<file path="src/design/pfs_pkg.sv">
// ----------------------------------------------------------------------------
// pfs_pkg
// Shared constants for the placement file sniffer: flag bit positions,
// pattern bytes and the per-letter refdes watch codes.
// ----------------------------------------------------------------------------
package pfs_pkg;

  typedef logic [7:0] byte_t;

  // Sticky evidence flags, one bit each.
  localparam int FLAG_W     = 11;
  localparam int F_BINARY   = 0;
  localparam int F_G54      = 1;
  localparam int F_M00      = 2;
  localparam int F_M02      = 3;
  localparam int F_G02      = 4;
  localparam int F_ADD      = 5;
  localparam int F_COMMA    = 6;
  localparam int F_R        = 7;
  localparam int F_C        = 8;
  localparam int F_U        = 9;
  localparam int F_SIDE     = 10;

  typedef logic [FLAG_W-1:0] flags_t;

  // Refdes watch codes for each of R, C and U.
  typedef logic [1:0] watch_t;
  localparam watch_t WATCH_NONE    = 2'd0;
  localparam watch_t WATCH_PREV    = 2'd1;
  localparam watch_t WATCH_DECIDED = 2'd2;

  localparam int NUM_LETTERS = 3;
  localparam byte_t WATCH_LETTER [NUM_LETTERS] = '{8'h52, 8'h43, 8'h55}; // R C U
  localparam int    WATCH_FLAG   [NUM_LETTERS] = '{F_R, F_C, F_U};

  // Control bytes.
  localparam byte_t CH_NUL = 8'h00;
  localparam byte_t CH_TAB = 8'h09;
  localparam byte_t CH_LF  = 8'h0A;
  localparam byte_t CH_CR  = 8'h0D;

  // Three-byte patterns, oldest byte in the high bits.
  localparam logic [23:0] PAT_G54 = 24'h473534;
  localparam logic [23:0] PAT_M00 = 24'h4D3030;
  localparam logic [23:0] PAT_M02 = 24'h4D3032;
  localparam logic [23:0] PAT_G02 = 24'h473032;
  localparam logic [23:0] PAT_ADD = 24'h414444;
  localparam logic [23:0] PAT_TOP_L = 24'h746F70; // top
  localparam logic [23:0] PAT_TOP_M = 24'h546F70; // Top
  localparam logic [23:0] PAT_TOP_U = 24'h544F50; // TOP

  // Four-byte patterns.
  localparam logic [31:0] PAT_AYER_L = 32'h61796572; // ayer
  localparam logic [31:0] PAT_AYER_U = 32'h41594552; // AYER

endpackage

</file>
<file path="src/design/placement_file_sniffer.sv">
// ----------------------------------------------------------------------------
// placement_file_sniffer
// Scans a file one byte per word and judges whether it is a component
// placement listing; an end-of-file word returns the verdict and clears state.
// ----------------------------------------------------------------------------
//
//  Channel | Direction | Content
//  --------+-----------+----------------------------------------------------
//  in_     | slave     | tdata: data_byte[7:0]; tuser: cmd (1 = end of file)
//  out_    | master    | tdata: is_placement_file[0], binary_seen[1]
//
// One word per clock is sustained while no end-of-file word waits on a full
// output. Each word is held in the input register, and the scan logic updates
// the chunk state as the word leaves it. Only an end-of-file word produces a
// result, offered from the result register once the word has passed the input
// register. A stalled result holds in the output register; data words keep
// flowing past it, and only an end-of-file word waits for the output to free up.
// Reset (rst_n low, synchronous) clears all chunk state and flags.
// ----------------------------------------------------------------------------
module placement_file_sniffer #(
  parameter int LINE_BUF = 1024
) (
  input  logic       clk,
  input  logic       rst_n,
  input  logic       in_tvalid,
  output logic       in_tready,
  input  logic [7:0] in_tdata,   // [7:0] data_byte
  input  logic       in_tuser,   // [0] cmd
  output logic       out_tvalid,
  input  logic       out_tready,
  output logic [7:0] out_tdata   // [0] is_placement_file, [1] binary_seen, rest zero
);

  localparam int CW = $clog2(LINE_BUF);

  // Input register.
  logic                s1_valid_r;
  logic                s1_cmd_r;
  pfs_pkg::byte_t      s1_byte_r;

  // Chunk and evidence state.
  logic [23:0]         recent_r,  recent_nxt;
  logic [CW-1:0]       cnt_r,     cnt_nxt;
  logic                muted_r,   muted_nxt;
  pfs_pkg::watch_t     watch_r   [pfs_pkg::NUM_LETTERS];
  pfs_pkg::watch_t     watch_nxt [pfs_pkg::NUM_LETTERS];
  pfs_pkg::flags_t     flags_r,   flags_nxt;

  // Result register.
  logic                out_valid_r;
  logic [1:0]          out_data_r;

  logic                out_free;
  logic                s1_fire;
  logic                visible;
  logic [23:0]         w3;
  logic [31:0]         w4;
  logic [CW-1:0]       cnt_inc;
  logic                chunk_end;
  logic                verdict;

  // Handshake: the scan stage moves on unless an end word meets a full output.
  assign out_free  = !out_valid_r || out_tready;
  assign s1_fire   = s1_valid_r && (!s1_cmd_r || out_free);
  assign in_tready = !s1_valid_r || s1_fire;

  always_ff @(posedge clk) begin
    if (!rst_n) begin
      s1_valid_r <= 1'b0;
    end else if (in_tready) begin
      s1_valid_r <= in_tvalid;
    end
  end

  always_ff @(posedge clk) begin
    if (in_tready && in_tvalid) begin
      s1_cmd_r  <= in_tuser;
      s1_byte_r <= in_tdata;
    end
  end

  // Byte scan: windows, marker matches, refdes watch and chunk bookkeeping.
  assign w3      = {recent_r[15:0], s1_byte_r};
  assign w4      = {recent_r, s1_byte_r};
  assign cnt_inc = cnt_r + CW'(1);

  assign verdict = (flags_r[pfs_pkg::F_ADD:pfs_pkg::F_G54] == '0) &&
                   flags_r[pfs_pkg::F_COMMA] &&
                   (flags_r[pfs_pkg::F_U:pfs_pkg::F_R] != '0) &&
                   flags_r[pfs_pkg::F_SIDE];

  always_comb begin
    recent_nxt = recent_r;
    cnt_nxt    = cnt_r;
    muted_nxt  = muted_r;
    flags_nxt  = flags_r;
    for (int k = 0; k < pfs_pkg::NUM_LETTERS; k++) begin
      watch_nxt[k] = watch_r[k];
    end

    visible   = !(muted_r || (s1_byte_r == pfs_pkg::CH_NUL));
    chunk_end = (s1_byte_r == pfs_pkg::CH_LF) || (cnt_inc == CW'(LINE_BUF - 1));

    if (s1_fire) begin
      if (s1_cmd_r) begin
        // End of file clears everything.
        recent_nxt = '0;
        cnt_nxt    = '0;
        muted_nxt  = 1'b0;
        flags_nxt  = '0;
        for (int k = 0; k < pfs_pkg::NUM_LETTERS; k++) begin
          watch_nxt[k] = pfs_pkg::WATCH_NONE;
        end
      end else begin
        muted_nxt = !visible;
        if (visible) begin
          if ((s1_byte_r < 8'h20 || s1_byte_r > 8'h7E) &&
              s1_byte_r != pfs_pkg::CH_CR && s1_byte_r != pfs_pkg::CH_LF &&
              s1_byte_r != pfs_pkg::CH_TAB) begin
            flags_nxt[pfs_pkg::F_BINARY] = 1'b1;
          end
          if (w3 == pfs_pkg::PAT_G54) flags_nxt[pfs_pkg::F_G54] = 1'b1;
          if (w3 == pfs_pkg::PAT_M00) flags_nxt[pfs_pkg::F_M00] = 1'b1;
          if (w3 == pfs_pkg::PAT_M02) flags_nxt[pfs_pkg::F_M02] = 1'b1;
          if (w3 == pfs_pkg::PAT_G02) flags_nxt[pfs_pkg::F_G02] = 1'b1;
          if (w3 == pfs_pkg::PAT_ADD) flags_nxt[pfs_pkg::F_ADD] = 1'b1;
          if (s1_byte_r == 8'h2C || s1_byte_r == 8'h3B) begin
            flags_nxt[pfs_pkg::F_COMMA] = 1'b1;
          end
          if (w3 == pfs_pkg::PAT_TOP_L || w3 == pfs_pkg::PAT_TOP_M ||
              w3 == pfs_pkg::PAT_TOP_U || w4 == pfs_pkg::PAT_AYER_L ||
              w4 == pfs_pkg::PAT_AYER_U) begin
            flags_nxt[pfs_pkg::F_SIDE] = 1'b1;
          end

          // The first R, C or U of a chunk counts when a digit follows it.
          for (int k = 0; k < pfs_pkg::NUM_LETTERS; k++) begin
            if (watch_r[k] == pfs_pkg::WATCH_PREV) begin
              if (s1_byte_r >= 8'h30 && s1_byte_r <= 8'h39) begin
                flags_nxt[pfs_pkg::WATCH_FLAG[k]] = 1'b1;
              end
              watch_nxt[k] = pfs_pkg::WATCH_DECIDED;
            end else if (watch_r[k] == pfs_pkg::WATCH_NONE &&
                         s1_byte_r == pfs_pkg::WATCH_LETTER[k]) begin
              watch_nxt[k] = pfs_pkg::WATCH_PREV;
            end
          end

          recent_nxt = w3;
        end

        // Hidden bytes still count, and a hidden newline still ends the chunk.
        cnt_nxt = cnt_inc;
        if (chunk_end) begin
          recent_nxt = '0;
          cnt_nxt    = '0;
          muted_nxt  = 1'b0;
          for (int k = 0; k < pfs_pkg::NUM_LETTERS; k++) begin
            watch_nxt[k] = pfs_pkg::WATCH_NONE;
          end
        end
      end
    end
  end

  always_ff @(posedge clk) begin
    if (!rst_n) begin
      recent_r <= '0;
      cnt_r    <= '0;
      muted_r  <= 1'b0;
      flags_r  <= '0;
      for (int k = 0; k < pfs_pkg::NUM_LETTERS; k++) begin
        watch_r[k] <= pfs_pkg::WATCH_NONE;
      end
    end else begin
      recent_r <= recent_nxt;
      cnt_r    <= cnt_nxt;
      muted_r  <= muted_nxt;
      flags_r  <= flags_nxt;
      for (int k = 0; k < pfs_pkg::NUM_LETTERS; k++) begin
        watch_r[k] <= watch_nxt[k];
      end
    end
  end

  // Result register.
  always_ff @(posedge clk) begin
    if (!rst_n) begin
      out_valid_r <= 1'b0;
    end else if (s1_fire && s1_cmd_r) begin
      out_valid_r <= 1'b1;
    end else if (out_tready) begin
      out_valid_r <= 1'b0;
    end
  end

  always_ff @(posedge clk) begin
    if (s1_fire && s1_cmd_r) begin
      out_data_r <= {flags_r[pfs_pkg::F_BINARY], verdict};
    end
  end

  assign out_tvalid = out_valid_r;
  assign out_tdata  = {6'b0, out_data_r};

  // Checks.
  a_clear_on_end: assert property (@(posedge clk) disable iff (!rst_n)
    (s1_fire && s1_cmd_r) |=> (flags_r == '0 && cnt_r == '0 && recent_r == '0))
    else $error("state not cleared after end of file");

  a_count_bound: assert property (@(posedge clk) disable iff (!rst_n)
    (cnt_r < CW'(LINE_BUF - 1)))
    else $error("chunk count reached the chunk limit");

  a_no_overwrite: assert property (@(posedge clk) disable iff (!rst_n)
    (out_valid_r && !out_tready) |-> !(s1_fire && s1_cmd_r))
    else $error("pending result overwritten");

  a_watch_code: assert property (@(posedge clk) disable iff (!rst_n)
    (watch_r[0] <= pfs_pkg::WATCH_DECIDED && watch_r[1] <= pfs_pkg::WATCH_DECIDED &&
     watch_r[2] <= pfs_pkg::WATCH_DECIDED))
    else $error("refdes watch holds an unused code");

endmodule

</file>
<file path="config.mk">
export PLATFORM = sky130hd
export DESIGN_NAME = placement_file_sniffer
export DESIGN_NICKNAME = d
export VERILOG_FILES = /design/src/design/pfs_pkg.sv /design/src/design/placement_file_sniffer.sv
export SDC_FILE = /design/constraint.sdc
export NUM_CORES = 1
export LEC_CHECK = 0
export BUFFER_PORTS_ARGS = -buffer_cell sky130_fd_sc_hd__buf_2
export CORE_ASPECT_RATIO = 1.2
export CORE_MARGIN = 2
export CORE_UTILIZATION = 60
export DETAILED_ROUTE_END_ITERATION = 8
export PLACE_DENSITY_LB_ADDON = 0.2
export SLEW_MARGIN = 10
export SYNTH_ARGS = -nofsm -noshare
export SYNTH_HDL_FRONTEND = slang
export SYNTH_SLANG_ARGS = --single-unit
</file>
<file path="constraint.sdc">
create_clock -name clk -period 2.4 [get_ports clk]
set_input_delay 0.36 -clock clk [delete_from_list [all_inputs] [get_ports clk]]
set_output_delay 0.36 -clock clk [all_outputs]
set_load 0.005 [all_outputs]
</file>
==> results of run 1 <==
-- sequential cells by signal, indices dropped and copies added (netlist names) --
signal and flops:
flags_r 11, out_tvalid 1, out_data_r 2, s1_valid_r 1
s1_cmd_r 1, cnt_r 10, s1_byte_r 8, watch_r 6
recent_r 24, muted_r 1
-- layer usage --
layer	vias up	part of all wire [%]	global-route usage, %
li1	1517	-	-
met1	1453	42	32.00
met2	90	49	45.62
met3	24	4.6	4.700
met4	0	4.2	17.85
met5	-	0	0
-- power by group through the flow --
stage / Clock [W] / Combinational, W / Sequential (W)
after detailed placement: 0 / 0.000148 / 0.00118
after global routing: 0.000858 / 0.000165 / 0.00116
final: 0.000798 / 0.000151 / 0.00116
after CTS: 0.000814 / 0.000149 / 0.00116
after global placement: 0 / 0.000146 / 0.00118
after floorplan: 0 / 0.000122 / 0.00116
-- final cells by class --
type,instances,area share (%)
multi-input cells,306,48.10
inverters,7,0.7251
clock inverters,4,0.5525
clock buffers,12,4.006
flip-flops and latches,65,38.95
repair buffers,32,5.525
well taps,62,2.141
-- cell usage after synthesis, types with 2 or more instances --
cell type  number
buf_6           5
dfxtp_1        54
a32o_1          2
a21oi_1        23
a32oi_1         2
nor3b_1         2
nand2_1        52
ha_1            2
nand4b_1        5
buf_4           8
buf_2           5
or4b_2          2
a221o_1        23
nor3_1         13
edfxtp_1       11
nand3_1        10
and3_1          3
o21ai_0         9
nor4_2          2
nor2_1         73
inv_1           7
and2_1          2
nand2b_1        2
nor4bb_1        2
nor4_1          4
nand4_1        20
nor2b_1         8
or2_2           3
o2111ai_1       2
or3_1           2
nor4b_1         3
a31oi_1        12
clkbuf_1       20
-- worst min path at each step --
stage                       startpoint                      end  slack, ps  cells past startpoint
2_1_floorplan  flags_r[0]$_SDFFE_PN0P_  out_data_r[1]$_DFFE_PP_        410                      0
3_3_place_gp   flags_r[0]$_SDFFE_PN0P_  out_data_r[1]$_DFFE_PP_        430                      0
3_5_place_dp   flags_r[0]$_SDFFE_PN0P_  out_data_r[1]$_DFFE_PP_        430                      0
4_1_cts                    in_tdata[6]   s1_byte_r[6]$_DFFE_PP_        180                      1
5_1_grt                    in_tdata[0]   s1_byte_r[0]$_DFFE_PP_        180                      1
6_report                   in_tdata[0]   s1_byte_r[0]$_DFFE_PP_        190                      1
-- stage by stage --
step	hold WS, ps	total power, W	worst slack, ps
after floorplan	409.0	0.001286	363.9
after global placement	434.3	0.001326	358.6
after detailed placement	426.1	0.001330	284.8
after CTS	176.1	0.002120	260.7
after global routing	176.8	0.002183	109.8
final	185.4	0.002106	264.9
-- logic make-up after synthesis --
family                     Yosys count
and+or+nand+nor                    212
AOI/OAI and AO/OA                   85
DFF                                 65
buffers and inverters               46
adders and majority gates            2
xor gates and xnor gates             1
other                                1
==> flow_metrics.py, run 1 <==
metrics = {
    "sta": {
        "final-hold-violation-count": 0,
        "worst_relative_slew_slack_pct": 40.88,
        "max_freq_ghz": 0.4684,
        "tightest_slew_ps": 882.6,
        "fin_crit_sh_pct": 88.96,
        "rsz_0062_raised_after_global_routing": "no",
        "drv_slew": 0,
        "setup_viol_count_final": 0,
        "timing.setup.tns_ps": 0,
        "post-route-min-period_ps": 2135,
        "fin_worst_skew_ps": 7.388,
    },
    "pwr": {
        "intPower_w": 0.001578,
        "net_switching_component_of_the_power_w": 0.0005286,
        "vdd_ir_drop_max_mv": 0.4395,
        "pd_cells_nw_per_um2": 581.2,
        "power.switching_fraction_pct": 25.10,
        "combinationalPowerShare_pct": 7.2,
        "power_frac_clock_pct": 37.9,
        "cellLeakagePower_nw": 1.332,
        "sequential_group_share_of_total_power_pct": 55.0,
    },
    "critical_path": {
        "crit_path_max_fanout": 24,
        "timing.critical_path.arrival_ps": 2360,
        "cp_slowest_cell": "dfxtp_1",
        "critical_r2r_capture": "recent_r[8]$_SDFFE_PN0P_",
        "crit_path_cell_trace": "ha_1 > nand3_1 > nor2_1 > xor2_1 > o211ai_2 > and2_1 > buf_4 > a221o_1",
        "setup.worst_path.class": "reg2reg",
        "timing.rr.start": "cnt_r[1]$_SDFFE_PN0P_",
        "path_length_in_cells_of_the_critical_path": 8,
        "regToRegSetupSlack_ps": 260,
        "cp_num_buf_inv": 1,
        "cp-start-kind": "flip-flop",
        "reg2regPathDepth": 8,
        "critical-path-top-delay-family": "compound AO/OA/AOI/OAI gates",
        "worst_ep_required_time_ps": 2630,
        "setup.worst_path.end": "recent_r[8]$_SDFFE_PN0P_",
        "end_kind": "flip-flop",
        "timing.critical_path.from": "cnt_r[1]$_SDFFE_PN0P_",
        "critPathMaxStageDelay_ps": 380,
    },
    "yosys": {
        "synthesis.area_um2": 3372,
        "synthXorXnorAreaFrac_pct": 0.2597,
        "share_of_cell_area_taken_by_muxes_after_synthesis_pct": 0,
        "most_area_hungry_cell_type_in_the_yosys_netlist": "dfxtp_1",
        "average_footprint_of_a_synthesized_cell_um2": 8.184,
        "synth.top_cells.by_area": "dfxtp_1 32%, edfxtp_1 9.8%, nor2_1 8.1%, a221o_1 6.8%, nand2_1 5.8%",
        "combinational_family_with_the_most_area_after_synthesis": "simple AND/OR/NAND/NOR gates",
        "post-synth-top-area-fraction_pct": 32.06,
        "synth_area_in_compound_gates_pct": 18.66,
        "synth_simple_gate_area_share_pct": 31.06,
        "gate_count_after_technology_mapping": 412,
        "ys_seq_elements": 65,
        "synth-edff-count": 11,
        "synth_fa_ha_area_share_pct": 0.7421,
        "synth_cell_type_count": 52,
        "postSynth.asyncResetShare_pct": 0,
        "synth_top_flop_cell": "dfxtp_1",
        "yosysSeqAreaShare_pct": 41.86,
        "ys_warn_count": 0,
    },
    "clock_network": {
        "post_cts_resize_count": 0,
        "clk_latency_ps": 350,
        "cts_post_setup_buffers_inserted": 0,
        "cts_tree": "done",
        "clock_tree.buffer_depth": 2,
        "cts_num_sinks": 65,
        "cts_buffers": 9,
        "clk_root_buffer_cell": "clkbuf_8",
        "ctsHtreeMaxLevel": 3,
        "ctsHoldBuffers": 0,
        "clkSlewWorstSetupHoldPaths_ps": 70,
    },
    "layout": {
        "num_antenna_cells": 0,
        "stdcell_area_um2": 3623,
        "filler_cell_count": 462,
        "mostFrequentLayoutCell": "nor2_1",
        "postLayoutCoreUtil_pct": 67.47,
        "regArea_um2": 1411,
        "fraction_of_layout_instances_using_a_drive_strength_above_1_pct": 13.62,
        "stdcell_count": 488,
        "layout_area_overhead_pct": 7.458,
        "layout.nets": 436,
        "multi_input_comb_area_um2": 1743,
        "layout_common_cells": "73 x nor2_1, 54 x dfxtp_1, 52 x nand2_1",
    },
    "die": {
        "core.rowCount": 29,
        "die_area_um2": 6238,
        "die_w_um": 72.44,
        "floorplan.die.height_um": 86.12,
        "design.core.area_um2": 5370,
        "ioPinCount": 23,
        "initial_utilization_pct": 62.79,
    },
    "routing": {
        "drt-pass1-iter-count": 5,
        "via_per_inst": 6.320,
        "avgRoutedWirePerCell_um": 16.22,
        "antenna_violating_nets_post_route": 0,
        "postRouteWirelength_mm": 7.914,
        "route.detailed.drc": 0,
        "dr_total_vias": 3084,
        "number_of_drc_markers_in_iteration_0": 302,
    },
    "global_route": {
        "grt_use_total_pct": 27.37,
        "grt_pass1_vias": 2880,
        "grt_start_max_net_pins": 25,
        "antenna_found_initial": 0,
        "globalRouteOverflowTotal": 0,
        "grt_pass1_wl_mm": 13.28,
    },
    "placed_design": {
        "dp_area_um2": 3458,
        "dp_hpwl_mm": 5.382,
        "post-place-cells": 472,
        "gp_congestion": 0.9003,
        "numPortBuffers": 16,
    },
    "hold_path": {
        "min_path_type": "in2reg",
    },
    "flow_run": {
        "cap_violations": 0,
    },
    "outcome": {
        "status": "complete, no violations",
    },
}
(Power assumes the default switching activity.)
==> run 2, diff against run 1 <==
--- a/config.mk
+++ b/config.mk
@@ -9,5 +9,5 @@
 export CORE_ASPECT_RATIO = 1.2
 export CORE_MARGIN = 2
-export CORE_UTILIZATION = 60
+export CORE_UTILIZATION = 45
 export DETAILED_ROUTE_END_ITERATION = 8
 export PLACE_DENSITY_LB_ADDON = 0.2
==> constraint.sdc (replaced) <==
create_clock -name clk -period 2.4 [get_ports clk]
set_input_delay 0.24 -clock clk [delete_from_list [all_inputs] [get_ports clk]]
set_output_delay 0.24 -clock clk [all_outputs]
set_load 0.005 [all_outputs]
==> run 2 against run 1 <==
Clock skew about the same. Via count up 0.52%. Hold slack got worse by 110 ps. Non-clock buffer count up 5. Die area rose by 32%. Critical path depth stayed put. Sequential power about the same. Utilization fell by 16 points. Maximum frequency shrank 0.17%. Global-route usage is 6.6 points lower.
==> flow_metrics.py, run 2 (same netlist as run 1, synthesis figures left out) <==
metrics = {
    "die": {
        "floorplan.die.height_um": 98.83,
        "die_area_um2": 8204,
        "core.rowCount": 34,
        "ioPinCount": 23,
        "initial_utilization_pct": 46.35,
        "design.core.area_um2": 7274,
        "die_w_um": 83.02,
    },
    "global_route": {
        "grt_use_total_pct": 20.73,
        "grt_start_max_net_pins": 25,
        "grt_pass1_wl_mm": 13.85,
        "grt_pass1_vias": 2913,
        "globalRouteOverflowTotal": 0,
        "antenna_found_initial": 0,
    },
    "sta": {
        "setup_viol_count_final": 0,
        "fin_crit_sh_pct": 89.11,
        "rsz_0062_raised_after_global_routing": "no",
        "post-route-min-period_ps": 2139,
        "drv_slew": 0,
        "fin_worst_skew_ps": 7.382,
        "max_freq_ghz": 0.4676,
        "timing.setup.tns_ps": 0,
        "post-route-worst-setup-slack_ps": 261.3,
        "tightest_slew_ps": 761.2,
        "worst_relative_slew_slack_pct": 48.91,
        "final-hold-violation-count": 0,
    },
    "clock_network": {
        "post_cts_resize_count": 0,
        "cts_post_setup_buffers_inserted": 0,
        "clock_tree.buffer_depth": 2,
        "cts_tree": "done",
        "ctsHoldBuffers": 0,
        "clk_latency_ps": 340,
        "ctsHtreeMaxLevel": 3,
        "cts_buffers": 9,
        "clkSlewWorstSetupHoldPaths_ps": 70,
        "clk_root_buffer_cell": "clkbuf_8",
        "cts_num_sinks": 65,
    },
    "placed_design": {
        "post-place-cells": 505,
        "numPortBuffers": 16,
        "gp_congestion": 0.8158,
        "dp_slack_ps": 291.0,
        "dp_hpwl_mm": 5.715,
    },
    "layout": {
        "fraction_of_layout_instances_using_a_drive_strength_above_1_pct": 15.31,
        "layout_area_overhead_pct": 11.47,
        "largest_registers": "recent_r (24), flags_r (11), cnt_r (10)",
        "layout.nets": 441,
        "layout_common_cells": "73 x nor2_1, 54 x dfxtp_1, 52 x nand2_1",
        "stdcell_count": 521,
        "multi_input_comb_area_um2": 1747,
        "largest_register_ffs": 24,
        "filler_cell_count": 675,
        "mostFrequentLayoutCell": "nor2_1",
        "top_register": "recent_r",
        "num_antenna_cells": 0,
        "regArea_um2": 1411,
    },
    "routing": {
        "via_per_inst": 5.950,
        "dr_total_vias": 3100,
        "number_of_drc_markers_in_iteration_0": 263,
        "antenna_violating_nets_post_route": 0,
        "postRouteWirelength_mm": 8.167,
        "avgRoutedWirePerCell_um": 15.68,
        "route.detailed.drc": 0,
        "drt-pass1-iter-count": 5,
    },
    "critical_path": {
        "setup.worst_path.class": "reg2reg",
        "cp-start-kind": "flip-flop",
        "worst_ep_required_time_ps": 2630,
        "crit_path_max_fanout": 24,
        "end_kind": "flip-flop",
        "timing.critical_path.arrival_ps": 2360,
    },
    "outcome": {
        "status": "complete, no violations",
    },
    "flow_run": {
        "cap_violations": 0,
    },
    "pwr": {
        "vdd_ir_drop_max_mv": 0.4049,
        "pd_cells_nw_per_um2": 618.4,
        "cellLeakagePower_nw": 1.379,
    },
    "hold_path": {
        "min_path_type": "in2reg",
    },
}
## run 2: changes by cell type in the layout (fill, tap and decap cells not counted)
cell,previous run,this run
bufinv_16,0,1
a21oi_2,0,1
a21oi_1,23,22
o21ai_0,8,7
clkbuf_16,0,1
clkinv_2,4,2
buf_4,16,21
o21ai_1,1,2
clkbuf_8,10,11
clkbuf_1,2,0
clkinvlp_4,0,1
## run 2: final cells by class
class | instances | share of cell area (%)
multi-input combinational | 306 | 46.47
sequential | 65 | 37.55
timing repair buffer | 37 | 6.325
clock buffer | 12 | 4.694
tap | 90 | 2.996
clock inverter | 4 | 1.265
inverter | 7 | 0.6991
## run 2: worst paths after layout
path / start / end / slack, ps / cells past startpoint
hold / removal: in_tdata[1] / s1_byte_r[1]$_DFFE_PP_ / 80 / 1
setup reg to reg: cnt_r[1]$_SDFFE_PN0P_ / recent_r[13]$_SDFFE_PN0P_ / 260 / 8
setup / recovery: cnt_r[1]$_SDFFE_PN0P_ / recent_r[13]$_SDFFE_PN0P_ / 260 / 8
hold reg to reg: flags_r[0]$_SDFFE_PN0P_ / out_data_r[1]$_DFFE_PP_ / 440 / 0
## run 2: worst max-delay path: stages (launching register included)
cell,delay [ps]
dfxtp_1,390
ha_1,270
nand3_1,140
nor2_1,140
xor2_1,220
o211ai_2,140
and2_1,160
buf_4,210
a221o_1,350
## run 2: power breakdown
part	leakage (nW)	switching [W]	internal, W
Combinational	0.725	0.000105	0.0000556
Clock	0.114	0.000415	0.000596
Sequential	0.541	0.0000234	0.00113
Total	1.38	0.000543	0.00178
## run 2: metrics by stage
stage	utilization, %	total power (W)	area (um2)	hold WS (ps)
6_report	51.67	0.002324	3759	75.33
5_1_grt	51.67	0.002420	3759	57.39
4_1_cts	51.67	0.002350	3759	59.46
3_5_place_dp	48.59	0.001338	3535	418.7
3_3_place_gp	48.59	0.001335	3535	417.1
2_1_floorplan	-	0.001286	3391	338.9
## run 2: layer usage
layer	vias to the layer above	routed length, um	track usage, %
met1	1479	3658	25.80
li1	1528	-	-
met4	0	144	8.701
met3	10	315	3.936
met5	-	0	0
met2	83	4049	35.24
